$ cat config.mk
export PLATFORM = sky130hd
export DESIGN_NAME = nine_bit_datagram_receiver_core_flat
export DESIGN_NICKNAME = d
export VERILOG_FILES = /design/src/rtl/core/ndr_pkg.sv /design/src/rtl/core/ndr_req_if.sv /design/src/rtl/core/ndr_rsp_if.sv /design/src/rtl/core/ndr_ram.sv /design/src/rtl/core/ndr_ctrl.sv /design/src/rtl/core/ndr_datapath.sv /design/src/rtl/core/nine_bit_datagram_receiver_core.sv /design/src/flat_wrapper.sv
export SDC_FILE = /design/constraint.sdc
export NUM_CORES = 1
export LEC_CHECK = 0
export BUFFER_PORTS_ARGS = -buffer_cell sky130_fd_sc_hd__buf_2
export CAP_MARGIN = 20
export CELL_PAD_IN_SITES_DETAIL_PLACEMENT = 0
export CELL_PAD_IN_SITES_GLOBAL_PLACEMENT = 1
export CORE_UTILIZATION = 38
export DETAILED_ROUTE_END_ITERATION = 10
export GPL_ROUTABILITY_DRIVEN = 0
export PLACE_DENSITY = 0.73
export SLEW_MARGIN = 15
export SYNTH_ARGS = -nofsm -noshare
export SYNTH_HDL_FRONTEND = slang
export SYNTH_SLANG_ARGS = --single-unit
$ cat constraint.sdc
create_clock -name clock -period 4.2 [get_ports clock]
set_input_delay 0.42 -clock clock [delete_from_list [all_inputs] [get_ports clock]]
set_output_delay 0.42 -clock clock [all_outputs]
set_load 0.02 [all_outputs]
$ cat src/rtl/core/ndr_pkg.sv
// Shared types and constants of the nine-bit datagram receiver.
package ndr_pkg;

   localparam int POS_W = 5;
   localparam int COUNT_W = 32;

   localparam logic [7:0] ESC_BYTE = 8'hFF;
   localparam logic [7:0] MARK_BYTE = 8'h00;
   localparam logic [7:0] NOT_SYNCED = 8'd255;
   localparam logic [7:0] LENGTH_DUE = 8'd254;
   localparam logic [7:0] LENGTH_BIAS = 8'd2;
   localparam logic [3:0] LENGTH_MASK = 4'hF;

   typedef enum logic [1:0] {
      KIND_DATA = 2'd0,
      KIND_COLLISION = 2'd1,
      KIND_ESCAPE = 2'd2
   } kind_type;

   typedef enum logic [1:0] {
      MODE_PLAIN = 2'd0,
      MODE_ESCAPE = 2'd1,
      MODE_MARKED = 2'd2
   } mode_type;

   typedef enum logic [1:0] {
      ST_IDLE,
      ST_STATUS,
      ST_READ,
      ST_LOAD
   } ctl_state_type;

   typedef struct packed {
      logic [7:0] raw_byte;
   } req_payload_type;

   typedef struct packed {
      logic [1:0] result_kind;
      logic [7:0] sentence_byte;
      logic [POS_W-1:0] byte_position;
      logic last_of_run;
      logic [COUNT_W-1:0] collision_total;
   } rsp_payload_type;

   // Commands from the controller to the datapath.
   typedef struct packed {
      logic take;
      logic rd_en;
      logic load_status;
      logic load_byte;
      logic emit_inc;
   } ctl_cmd_type;

   // Status from the datapath to the controller.
   typedef struct packed {
      logic has_status;
      logic complete;
      logic out_free;
      logic emit_last;
   } dp_status_type;

endpackage

$ cat src/rtl/core/ndr_req_if.sv
// Input channel carrying raw received bytes.
interface ndr_req_if import ndr_pkg::*; ();
   logic valid;
   logic ready;
   req_payload_type payload;

   modport source(output valid, output payload, input ready);
   modport sink(input valid, input payload, output ready);
endinterface

$ cat src/rtl/core/ndr_rsp_if.sv
// Result channel carrying datagram bytes and status results.
interface ndr_rsp_if import ndr_pkg::*; ();
   logic valid;
   logic ready;
   rsp_payload_type payload;

   modport source(output valid, output payload, input ready);
   modport sink(input valid, input payload, output ready);
endinterface

$ cat src/rtl/core/ndr_ram.sv
// Generic single-write, single-read RAM with registered read data.
module ndr_ram #(
   parameter int WIDTH = 8,
   parameter int DEPTH = 18
) (
   input logic clock,
   input logic wr_en,
   input logic [$clog2(DEPTH)-1:0] wr_addr,
   input logic [WIDTH-1:0] wr_data,
   input logic rd_en,
   input logic [$clog2(DEPTH)-1:0] rd_addr,
   output logic [WIDTH-1:0] rd_data
);

   logic [WIDTH-1:0] mem_ff [DEPTH];
   logic [WIDTH-1:0] rd_data_ff;

   always_ff @(posedge clock) begin
      if (wr_en) begin
         mem_ff[wr_addr] <= wr_data;
      end
      if (rd_en) begin
         rd_data_ff <= mem_ff[rd_addr];
      end
   end

   assign rd_data = rd_data_ff;

endmodule

$ cat src/rtl/core/ndr_ctrl.sv
// Controller state machine: accepts bytes and sequences result transfers.
module ndr_ctrl import ndr_pkg::*; (
   input logic clock,
   input logic reset,
   input logic req_valid,
   output logic req_ready,
   input dp_status_type status,
   output ctl_cmd_type cmd
);

   ctl_state_type state_ff, state_in;

   always_ff @(posedge clock) begin
      if (reset) begin
         state_ff <= ST_IDLE;
      end else begin
         state_ff <= state_in;
      end
   end

   always_comb begin
      state_in = state_ff;
      req_ready = 1'b0;
      cmd = '0;
      case (state_ff)
         ST_IDLE: begin
            req_ready = 1'b1;
            if (req_valid) begin
               cmd.take = 1'b1;
               if (status.has_status) begin
                  state_in = ST_STATUS;
               end else if (status.complete) begin
                  state_in = ST_READ;
               end
            end
         end
         ST_STATUS: begin
            if (status.out_free) begin
               cmd.load_status = 1'b1;
               state_in = ST_IDLE;
            end
         end
         ST_READ: begin
            cmd.rd_en = 1'b1;
            state_in = ST_LOAD;
         end
         ST_LOAD: begin
            if (status.out_free) begin
               cmd.load_byte = 1'b1;
               if (status.emit_last) begin
                  state_in = ST_IDLE;
               end else begin
                  cmd.emit_inc = 1'b1;
                  state_in = ST_READ;
               end
            end
         end
         default: begin
            state_in = ST_IDLE;
         end
      endcase
   end

endmodule

$ cat src/rtl/core/ndr_datapath.sv
// Datapath: escape decoding, framing state, datagram store and output register.
module ndr_datapath import ndr_pkg::*; #(
   parameter int MAX_SENTENCE = 18
) (
   input logic clock,
   input logic reset,
   input ctl_cmd_type cmd,
   output dp_status_type status,
   input logic [7:0] req_byte,
   output logic rsp_valid,
   input logic rsp_ready,
   output rsp_payload_type rsp_payload
);

   localparam int FW = $clog2(MAX_SENTENCE + 1);
   localparam int AW = $clog2(MAX_SENTENCE);

   mode_type mode_ff, mode_in;
   logic [FW-1:0] fill_ff, fill_in;
   logic [7:0] rem_ff, rem_in;
   logic [COUNT_W-1:0] count_ff, count_in;
   logic [AW-1:0] emit_ff, emit_in;
   kind_type pend_kind_ff, pend_kind_in;
   logic rsp_valid_ff, rsp_valid_in;
   rsp_payload_type out_ff, out_in;

   logic is_cmd, is_data, is_illegal;
   logic even_parity, collision, data_ok;
   logic [7:0] rem_eff, rem_dec;
   logic wr_en;
   logic [AW-1:0] wr_addr;
   logic [7:0] rd_data;

   assign even_parity = ~^req_byte;

   // Classify the incoming byte from the escape mode.
   always_comb begin
      is_cmd = 1'b0;
      is_data = 1'b0;
      is_illegal = 1'b0;
      mode_in = MODE_PLAIN;
      case (mode_ff)
         MODE_ESCAPE: begin
            if (req_byte == MARK_BYTE) begin
               mode_in = MODE_MARKED;
            end else if (req_byte == ESC_BYTE) begin
               is_data = 1'b1;
            end else begin
               is_illegal = 1'b1;
            end
         end
         MODE_MARKED: begin
            is_data = even_parity;
            is_cmd = ~even_parity;
         end
         default: begin
            if (req_byte == ESC_BYTE) begin
               mode_in = MODE_ESCAPE;
            end else begin
               is_cmd = even_parity;
               is_data = ~even_parity;
            end
         end
      endcase
   end

   assign collision = is_cmd && (rem_ff != 8'd0) && (rem_ff < LENGTH_DUE);
   assign data_ok = is_data && (fill_ff < FW'(MAX_SENTENCE)) && (rem_ff != 8'd0)
                    && (rem_ff != NOT_SYNCED);
   assign rem_eff = (rem_ff == LENGTH_DUE) ?
                    (LENGTH_BIAS + {4'd0, req_byte[3:0] & LENGTH_MASK}) : rem_ff;
   assign rem_dec = rem_eff - 8'd1;

   assign wr_en = cmd.take && (is_cmd || data_ok);
   assign wr_addr = is_cmd ? '0 : fill_ff[AW-1:0];

   always_comb begin
      fill_in = fill_ff;
      rem_in = rem_ff;
      count_in = count_ff;
      emit_in = emit_ff;
      pend_kind_in = pend_kind_ff;
      if (cmd.take) begin
         emit_in = '0;
         pend_kind_in = is_illegal ? KIND_ESCAPE : KIND_COLLISION;
         if (is_cmd) begin
            fill_in = FW'(1);
            rem_in = LENGTH_DUE;
            if (collision) begin
               count_in = count_ff + COUNT_W'(1);
            end
         end else if (data_ok) begin
            fill_in = fill_ff + FW'(1);
            rem_in = rem_dec;
         end
      end else if (cmd.emit_inc) begin
         emit_in = emit_ff + AW'(1);
      end
   end

   assign status.has_status = collision || is_illegal;
   assign status.complete = data_ok && (rem_dec == 8'd0);
   assign status.out_free = ~rsp_valid_ff || rsp_ready;
   assign status.emit_last = (FW'(emit_ff) + FW'(1)) == fill_ff;

   always_comb begin
      rsp_valid_in = rsp_valid_ff && ~rsp_ready;
      out_in = out_ff;
      if (cmd.load_status) begin
         rsp_valid_in = 1'b1;
         out_in.result_kind = pend_kind_ff;
         out_in.sentence_byte = '0;
         out_in.byte_position = '0;
         out_in.last_of_run = 1'b1;
         out_in.collision_total = count_ff;
      end else if (cmd.load_byte) begin
         rsp_valid_in = 1'b1;
         out_in.result_kind = KIND_DATA;
         out_in.sentence_byte = rd_data;
         out_in.byte_position = POS_W'(emit_ff);
         out_in.last_of_run = status.emit_last;
         out_in.collision_total = count_ff;
      end
   end

   always_ff @(posedge clock) begin
      if (reset) begin
         mode_ff <= MODE_PLAIN;
         fill_ff <= '0;
         rem_ff <= NOT_SYNCED;
         count_ff <= '0;
         emit_ff <= '0;
         pend_kind_ff <= KIND_COLLISION;
         rsp_valid_ff <= 1'b0;
      end else begin
         if (cmd.take) begin
            mode_ff <= mode_in;
         end
         fill_ff <= fill_in;
         rem_ff <= rem_in;
         count_ff <= count_in;
         emit_ff <= emit_in;
         pend_kind_ff <= pend_kind_in;
         rsp_valid_ff <= rsp_valid_in;
      end
   end

   always_ff @(posedge clock) begin
      out_ff <= out_in;
   end

   ndr_ram #(
      .WIDTH(8),
      .DEPTH(MAX_SENTENCE)
   ) u_store (
      .clock(clock),
      .wr_en(wr_en),
      .wr_addr(wr_addr),
      .wr_data(req_byte),
      .rd_en(cmd.rd_en),
      .rd_addr(emit_ff),
      .rd_data(rd_data)
   );

   assign rsp_valid = rsp_valid_ff;
   assign rsp_payload = out_ff;

endmodule

$ cat src/rtl/core/nine_bit_datagram_receiver_core.sv
// Top level of the nine-bit datagram receiver: byte deframer with datagram store.
// A byte that causes no result leaves the controller ready for the next byte; a status
// result is loaded from ST_STATUS once the output register is free. A completing byte
// delivers its datagram of N bytes, each by a store read in ST_READ and a load in ST_LOAD.
// Reset is synchronous and active high; it clears the framing state, the collision count
// and the output valid flag. The datagram store holds no reset value and needs none.
module nine_bit_datagram_receiver_core import ndr_pkg::*; #(
   parameter int MAX_SENTENCE = 18
) (
   input logic clock,
   input logic reset,
   ndr_req_if.sink req_if,
   ndr_rsp_if.source rsp_if
);

   // The controller owns the handshake on the input side and decides, from the
   // datapath's classification of the current byte, whether a status result or a
   // whole datagram must follow. The datapath holds the framing state, the store
   // and the output register, which lets the next byte be taken while the last
   // result still waits for its transfer.
   ctl_cmd_type cmd;
   dp_status_type status;

   ndr_ctrl u_ctrl (
      .clock(clock),
      .reset(reset),
      .req_valid(req_if.valid),
      .req_ready(req_if.ready),
      .status(status),
      .cmd(cmd)
   );

   ndr_datapath #(
      .MAX_SENTENCE(MAX_SENTENCE)
   ) u_datapath (
      .clock(clock),
      .reset(reset),
      .cmd(cmd),
      .status(status),
      .req_byte(req_if.payload.raw_byte),
      .rsp_valid(rsp_if.valid),
      .rsp_ready(rsp_if.ready),
      .rsp_payload(rsp_if.payload)
   );

endmodule
$ cat src/flat_wrapper.sv
// flat-port wrapper written by rule: the top's interface ports become plain ports
module nine_bit_datagram_receiver_core_flat import ndr_pkg::*;
#(
   parameter int MAX_SENTENCE = 18
)
  (clock, reset, req_if_valid, req_if_payload, req_if_ready, rsp_if_valid, rsp_if_payload, rsp_if_ready);
  ndr_req_if req_if_i ();
  ndr_rsp_if rsp_if_i ();
  input logic clock;
  input logic reset;
  input wire logic [$bits(req_if_i.valid)-1:0] req_if_valid;
  input wire logic [$bits(req_if_i.payload)-1:0] req_if_payload;
  output wire logic [$bits(req_if_i.ready)-1:0] req_if_ready;
  output wire logic [$bits(rsp_if_i.valid)-1:0] rsp_if_valid;
  output wire logic [$bits(rsp_if_i.payload)-1:0] rsp_if_payload;
  input wire logic [$bits(rsp_if_i.ready)-1:0] rsp_if_ready;
  assign req_if_i.valid = req_if_valid;
  assign req_if_i.payload = req_if_payload;
  assign req_if_ready = req_if_i.ready;
  assign rsp_if_valid = rsp_if_i.valid;
  assign rsp_if_payload = rsp_if_i.payload;
  assign rsp_if_i.ready = rsp_if_ready;
  nine_bit_datagram_receiver_core #(.MAX_SENTENCE(MAX_SENTENCE)) u_core (.clock(clock), .reset(reset), .req_if(req_if_i), .rsp_if(rsp_if_i));
endmodule
# Word level (Yosys, flattened, before mapping)
# Memory sizes are Yosys's and may differ from the RTL's. A register that Yosys moved wholly into a read port is not among the register bits.
# Index checks and enable logic that the tools add are counted.
[word_totals]
mem_count = 1
ramBits = 144
in_bits = 12
ff_bits = 105
[op_classes]
order_cmp = 2
bitwise_logic = 3
n_reduce_logical = 22
n_eq_ne = 13
n_addsub = 5
mux = 41
[mem_list]
columns = ["memory", "depth", "word_bits", "read_ports", "rd_clocked_by_memory_dff", "write_ports", "line_no", "text"]
rows = [
  ["u_core.u_datapath.u_store.mem_ff", 18, 8, 1, 1, 1, "ndr_ram.sv:15", "logic [WIDTH-1:0] mem_ff [DEPTH];"],
]
[ops]
columns = ["op", "count"]
rows = [
  ["$mux 48", 2],
  ["$add 32x1->32 const B", 1],
  ["$mux 8", 3],
  ["$mux 2", 10],
  ["$mux 1", 19],
  ["$eq 8x8->1 const B", 2],
  ["$logic_not 8->1", 2],
  ["$mux 5", 3],
  ["$add 5x1->5 const B", 2],
  ["$logic_and 1x1->1", 8],
  ["$lt 8x8->1 const B", 1],
  ["$ne 8x8->1 const B", 1],
  ["$pmux 2 s4", 1],
  ["$reduce_bool 8->1", 1],
  ["$reduce_xnor 8->1", 1],
  ["$sub 8x1->8 const B", 1],
  ["$eq 2x2->1 const B", 3],
  ["$add 2x4->5 const A", 1],
  ["$eq 5x5->1", 1],
  ["$lt 5x5->1 const B", 1],
  ["$eq 2x1->1 const B", 2],
  ["$ne 2x1->1 const B", 2],
  ["$pmux 1 s2", 2],
  ["$pmux 2 s2", 1],
  ["other kinds (10)", 15],
]

# Longest topological paths before layout
[depth]
word_depth = 12
ltp_mapped = 10
mapped_depth_nobuf = 9

# By module
# From an unflattened synthesis, not the netlist that was laid out.
[unflattened]
cells_unflattened = 833
hier_area_um2 = 11080.6
[by_module_without_submodules]
columns = ["mod", "area_per_inst_um2", "n_inst", "cells_each"]
rows = [
  ["ndr_ram", 5969.5, 1, 292],
  ["ndr_datapath", 4989.8, 1, 526],
  ["ndr_ctrl", 121.4, 1, 15],
]

# Least setup slack after synthesis
# Ideal clock, no wire load.
[synth_path]
path_type = "input to register"
from = "input req_if_payload[4]"
to = "memory u_core.u_datapath.u_store.mem_ff[2][0] (enable)"
path_slack_ps = 848
arrival_time_ps = 2954
setup_ps = 398
path_stages = 8
required_time_ps = 3802
cell_sequence = "inv_1 > ha_1 > xor2_1 > xnor2_1 > a21boi_0 > o31ai_1 > nand4_1 > nor4b_1"
[synth_between]
elab_chain_cells = 11
[synth_lines]
columns = ["item", "line_no", "text"]
rows = [
  ["start: declaration", "flat_wrapper.sv:12", "input wire logic [$bits(req_if_i.payload)-1:0] req_if_payload;"],
  ["$eq 8x8->1 or $reduce_xnor 8->1 (tied branches)", "ndr_datapath.sv:46, ndr_datapath.sv:57, ndr_datapath.sv:34", ""],
  ["$mux 1 or $not 1->1 (tied branches)", "ndr_datapath.sv:46, ndr_datapath.sv:54, ndr_datapath.sv:61", ""],
  ["$mux 1, on equally long branches", "ndr_datapath.sv:44, ndr_datapath.sv:57", ""],
  ["$pmux 1 s2", "ndr_datapath.sv:42", "case (mode_ff)"],
  ["$logic_and 1x1->1 (2 in series)", "ndr_datapath.sv:68", "assign data_ok = is_data && (fill_ff < FW'(MAX_SENTENCE)) && (rem_ff != 8'd0)"],
  ["$logic_and 1x1->1", "ndr_datapath.sv:69", "&& (rem_ff != NOT_SYNCED);"],
  ["$logic_or 1x1->1", "ndr_datapath.sv:74", "assign wr_en = cmd.take && (is_cmd || data_ok);"],
  ["$logic_and 1x1->1", "ndr_datapath.sv:74", ""],
  ["$mux 1", "ndr_ram.sv:19", "if (wr_en) begin"],
  ["$mux 1 (implied by the code)", "ndr_ram.sv:20", "mem_ff[wr_addr] <= wr_data;"],
  ["end: declaration", "ndr_ram.sv:15", ""],
]
# Several ways; a longest one is shown, not always the timed one.

# Worst setup path after layout
[layout_path]
from = "input req_if_payload[2]"
to = "register u_core.u_datapath.count_ff[12]"
[layout_between]
elab_chain_cells = 6
[layout_lines]
columns = ["item", "line_no", "text"]
rows = [
  ["$eq 8x8->1 or $reduce_xnor 8->1 (tied branches)", "ndr_datapath.sv:57, ndr_datapath.sv:34", ""],
  ["$mux 1 or $not 1->1 (tied branches)", "ndr_datapath.sv:57, ndr_datapath.sv:54", ""],
  ["$pmux 1 s2 (*)", "ndr_datapath.sv:42", ""],
  ["$logic_and 1x1->1 (2 in series)", "ndr_datapath.sv:67", "assign collision = is_cmd && (rem_ff != 8'd0) && (rem_ff < LENGTH_DUE);"],
  ["$reduce_and 3->1 (no line) (*)", "-", ""],
  ["end signal: assignment", "ndr_datapath.sv:141", "count_ff <= count_in;"],
  ["end: declaration", "ndr_datapath.sv:21", "logic [COUNT_W-1:0] count_ff, count_in;"],
]
# Every way passes the cells marked *; elsewhere a longest branch is shown, timed or not.
# A chain may end at the register's enable or synchronous reset.

==> flow_summary.json <==
{
  "cpPeakStageDelay_ns": 0.68,
  "cts.path.max_buffers": 3,
  "antenna_found_initial": 0,
  "synth_commonest_cells": "186 x edfxtp_1, 71 x dfxtp_1, 61 x nor2_1, 58 x nand2_1, 44 x a21oi_1",
  "worst_pin_slew_ns": 0.9061,
  "min_from": "req_if_payload[4]",
  "synthDistinctLibCells": 57,
  "viasPerCell": 5.273,
  "critPathTopFamily": "simple AND/OR/NAND/NOR gates",
  "coreArea_um2": 28090,
  "cts.repair.resized": 0,
  "end_kind": "register",
  "maxCapViolCount": 0,
  "n_antenna_cell": 0,
  "synth_flop_cell": "edfxtp_1",
  "dp_hpwl_um": 15450,
  "grt_start_max_net_pins": 50,
  "fin_area_um2": 12610,
  "wl_met1_um": 11530,
  "synth_fp_nets": 853,
  "io_buffers": 61,
  "route.detailed.drc": 0,
  "netlist_area_um2": 10970,
  "dpl-instance-area_um2": 11820,
  "yosysTopAreaCell": "edfxtp_1",
  "wl_met2_um": 10960,
  "slew_headroom_pct": 39.51,
  "fin_setup_tns_ns": 0,
  "die_y_um": 171.9,
  "slew_violations": 0,
  "htree_num_levels": 1,
  "hp-class": "in -> reg",
  "syn2layout_area_growth_pct": 14.96,
  "drt_wl_total_um": 24110,
  "ios": 62,
  "crit_fanout": 21,
  "fmax_mhz": 322.3,
  "hold_viol": 0,
  "vdd_drop_max_mv": 0.3219,
  "wl_met3_um": 1065,
  "post-route-period-util_pct": 73.88,
  "power.total_uw": 5399,
  "rows": 61,
  "rr_worst_depth": 6,
  "clock-root-buffer": "clkbuf_16",
  "r2r_start": "u_core.u_ctrl.state_ff[1]$_SDFFE_PP0P_",
  "async_flop_share_pct": 0,
  "rsz0062_at_grt": "no",
  "hold_depth": 1,
  "outcome": "finished clean",
  "cp_cell_sequence": "buf_2 -> inv_1 -> ha_1 -> xor2_1 -> xnor2_1 -> mux2_4 -> or4_4 -> nor4_1 -> mux2_2",
  "power.density_nw_per_um2": 428.1,
  "initial_utilization_pct": 39.05,
  "die-area_um2": 29550,
  "cts.sinks": 257,
  "synth_edf_count": 186,
  "cts_buffers": 27,
  "critPathBufInv": 2,
  "grt_first_pass_wirelength_um": 37180,
  "r2r_setup_slack_ns": 1.30,
  "slowest_stage": "or4_4",
  "ys_seq_elements": 257,
  "postCtsSetupBuffers": 0,
  "nets": 931,
  "grt_pass1_vias": 6312,
  "r2r_end": "u_core.u_datapath.count_ff[30]$_SDFFE_PP0P_",
  "period_minus_slack_ns": 3.103,
  "worstHoldEndpoint": "u_core.u_datapath.u_store.mem_ff[12][4]$_DFFE_PP_",
  "worstPathArrival_ns": 3.52,
  "start_kind": "input pin",
  "top_layer_used": "met4",
  "skew_ns": 0.01999,
  "hold_buffers": 0,
  "num_vias": 6865,
  "yosysWarnings": 0,
  "yosysMostFrequentCell": "edfxtp_1",
  "postSynthAreaPerCell_um2": 13.30,
  "yosysSeqAreaShare_pct": 63.88,
  "drive_gt1_share_pct": 20.45,
  "overflow": 0,
  "yosysTopAreaCellShare_pct": 50.92,
  "path_clk_slew_ns": 0.06,
  "utilization_pct": 44.90,
  "cts_tree": "yes",
  "clk_latency_ns": 0.55,
  "p_leak_uw": 0.004315,
  "syn_inst": 825,
  "setup_viol_count_final": 0,
  "drt_iter0_markers": 593,
  "firstDrtPassIters": 5,
  "die_x_um": 171.9,
  "crit_required_ns": 4.62,
  "whs_ns": 0.2809,
  "yosys-top-cells-area": "edfxtp_1 51%, dfxtp_1 13%, mux4_2 8.2%, nor2_1 2.1%, a21oi_1 2.0%",
  "ant_nets": 0,
  "worstSetupPathType": "in -> reg",
  "wl_per_cell_um": 18.51,
  "gr-usage-all-layers_pct": 16.54
}
==> cells by family after synthesis <==
kind of cell | share of synthesized area (%)
compound gates | 6.103
xor+xnor | 1.916
fa+ha+maj | 1.825
buf+inv | 2.749
flops | 63.88
mux | 10.24
simple gates | 13.29
==> sequential cells by signal, indices dropped and copies added, names as in the netlist <==
register,count
u_core.u_datapath.count_ff,32
u_core.u_datapath.fill_ff,5
u_core.u_datapath.u_store.rd_data,8
u_core.u_datapath.u_store.mem_ff,144
u_core.u_datapath.pend_kind_ff,2
u_core.u_datapath.mode_ff,2
u_core.u_datapath.rem_ff,8
u_core.u_datapath.rsp_payload,48
u_core.u_ctrl.state_ff,2
u_core.u_datapath.emit_ff,5
u_core.u_datapath.rsp_valid,1
==> layout by cell type, fill, tap and decap left out, types with 8 or more instances in the layout <==
| cell type | n |
|---|---|
| o31ai_1 | 12 |
| ha_1 | 16 |
| or3_1 | 15 |
| a21oi_1 | 44 |
| nand4_1 | 10 |
| nor4_1 | 17 |
| and3_1 | 35 |
| nor2_1 | 61 |
| edfxtp_1 | 186 |
| mux4_2 | 40 |
| clkbuf_1 | 8 |
| xnor2_1 | 14 |
| o21ai_0 | 26 |
| clkbuf_16 | 27 |
| mux2i_1 | 14 |
| xor2_1 | 10 |
| inv_1 | 27 |
| clkinv_1 | 8 |
| nand2_1 | 58 |
| dfxtp_1 | 70 |
| nand3_1 | 33 |
| buf_4 | 35 |
| buf_2 | 61 |
| nor3_1 | 16 |
| or4_1 | 8 |
==> through the flow <==
stage | setup WS [ns] | cells
3_5_place_dp | 0.5386 | 1251
3_3_place_gp | 0.5957 | 1251
5_1_grt | 0.9689 | 1302
2_1_floorplan | 0.8483 | 825
4_1_cts | 1.101 | 1301
6_report | 1.097 | 1302
==> layer usage <==
metal,track usage [%],vias to the layer above
li1,-,3286
met1,24.20,3364
met2,25.33,166
met3,2.609,49
met4,4.733,0
met5,0,-
==> worst reg2reg max path, cell delays in order, from the launching register on <==
cell,delay [ns]
dfxtp_1,0.53
nor2_2,0.32
nand2_1,0.31
or4b_1,0.61
or4_1,0.56
or3_1,0.36
a21oi_1,0.15
==> how the worst max path moves through the flow <==
stage / endpoint / slack [ns] / startpoint / cells after the start
6_report: u_core.u_datapath.count_ff[12]$_SDFFE_PP0P_ / 1.10 / req_if_payload[2] / 9
5_1_grt: u_core.u_datapath.count_ff[9]$_SDFFE_PP0P_ / 0.97 / req_if_payload[2] / 9
4_1_cts: u_core.u_ctrl.state_ff[1]$_SDFFE_PP0P_ / 1.10 / u_core.u_datapath.emit_ff[0]$_SDFFE_PP0P_ / 6
3_5_place_dp: u_core.u_datapath.count_ff[12]$_SDFFE_PP0P_ / 0.54 / req_if_payload[2] / 9
3_3_place_gp: u_core.u_datapath.count_ff[12]$_SDFFE_PP0P_ / 0.60 / req_if_payload[4] / 9
2_1_floorplan: u_core.u_datapath.u_store.mem_ff[2][0]$_DFFE_PP_ / 0.85 / req_if_payload[4] / 8
==> power by group <==
group	total (uW)	switching, uW	internal, uW
clock network	2160	967	1190
registers	2790	24.7	2770
logic	450	306	144
total	5400	1300	4100
==> final cells by class <==
type,count,area (um2)
flip-flops and latches,257,7008
inverters,28,105.1
fillers,2618,15480
well taps,378,473.0
clock inverters,15,85.08
multi-input cells,492,3661
repair buffers,97,573.1
clock buffers,35,705.7
Power figures use the tool's default switching activity.
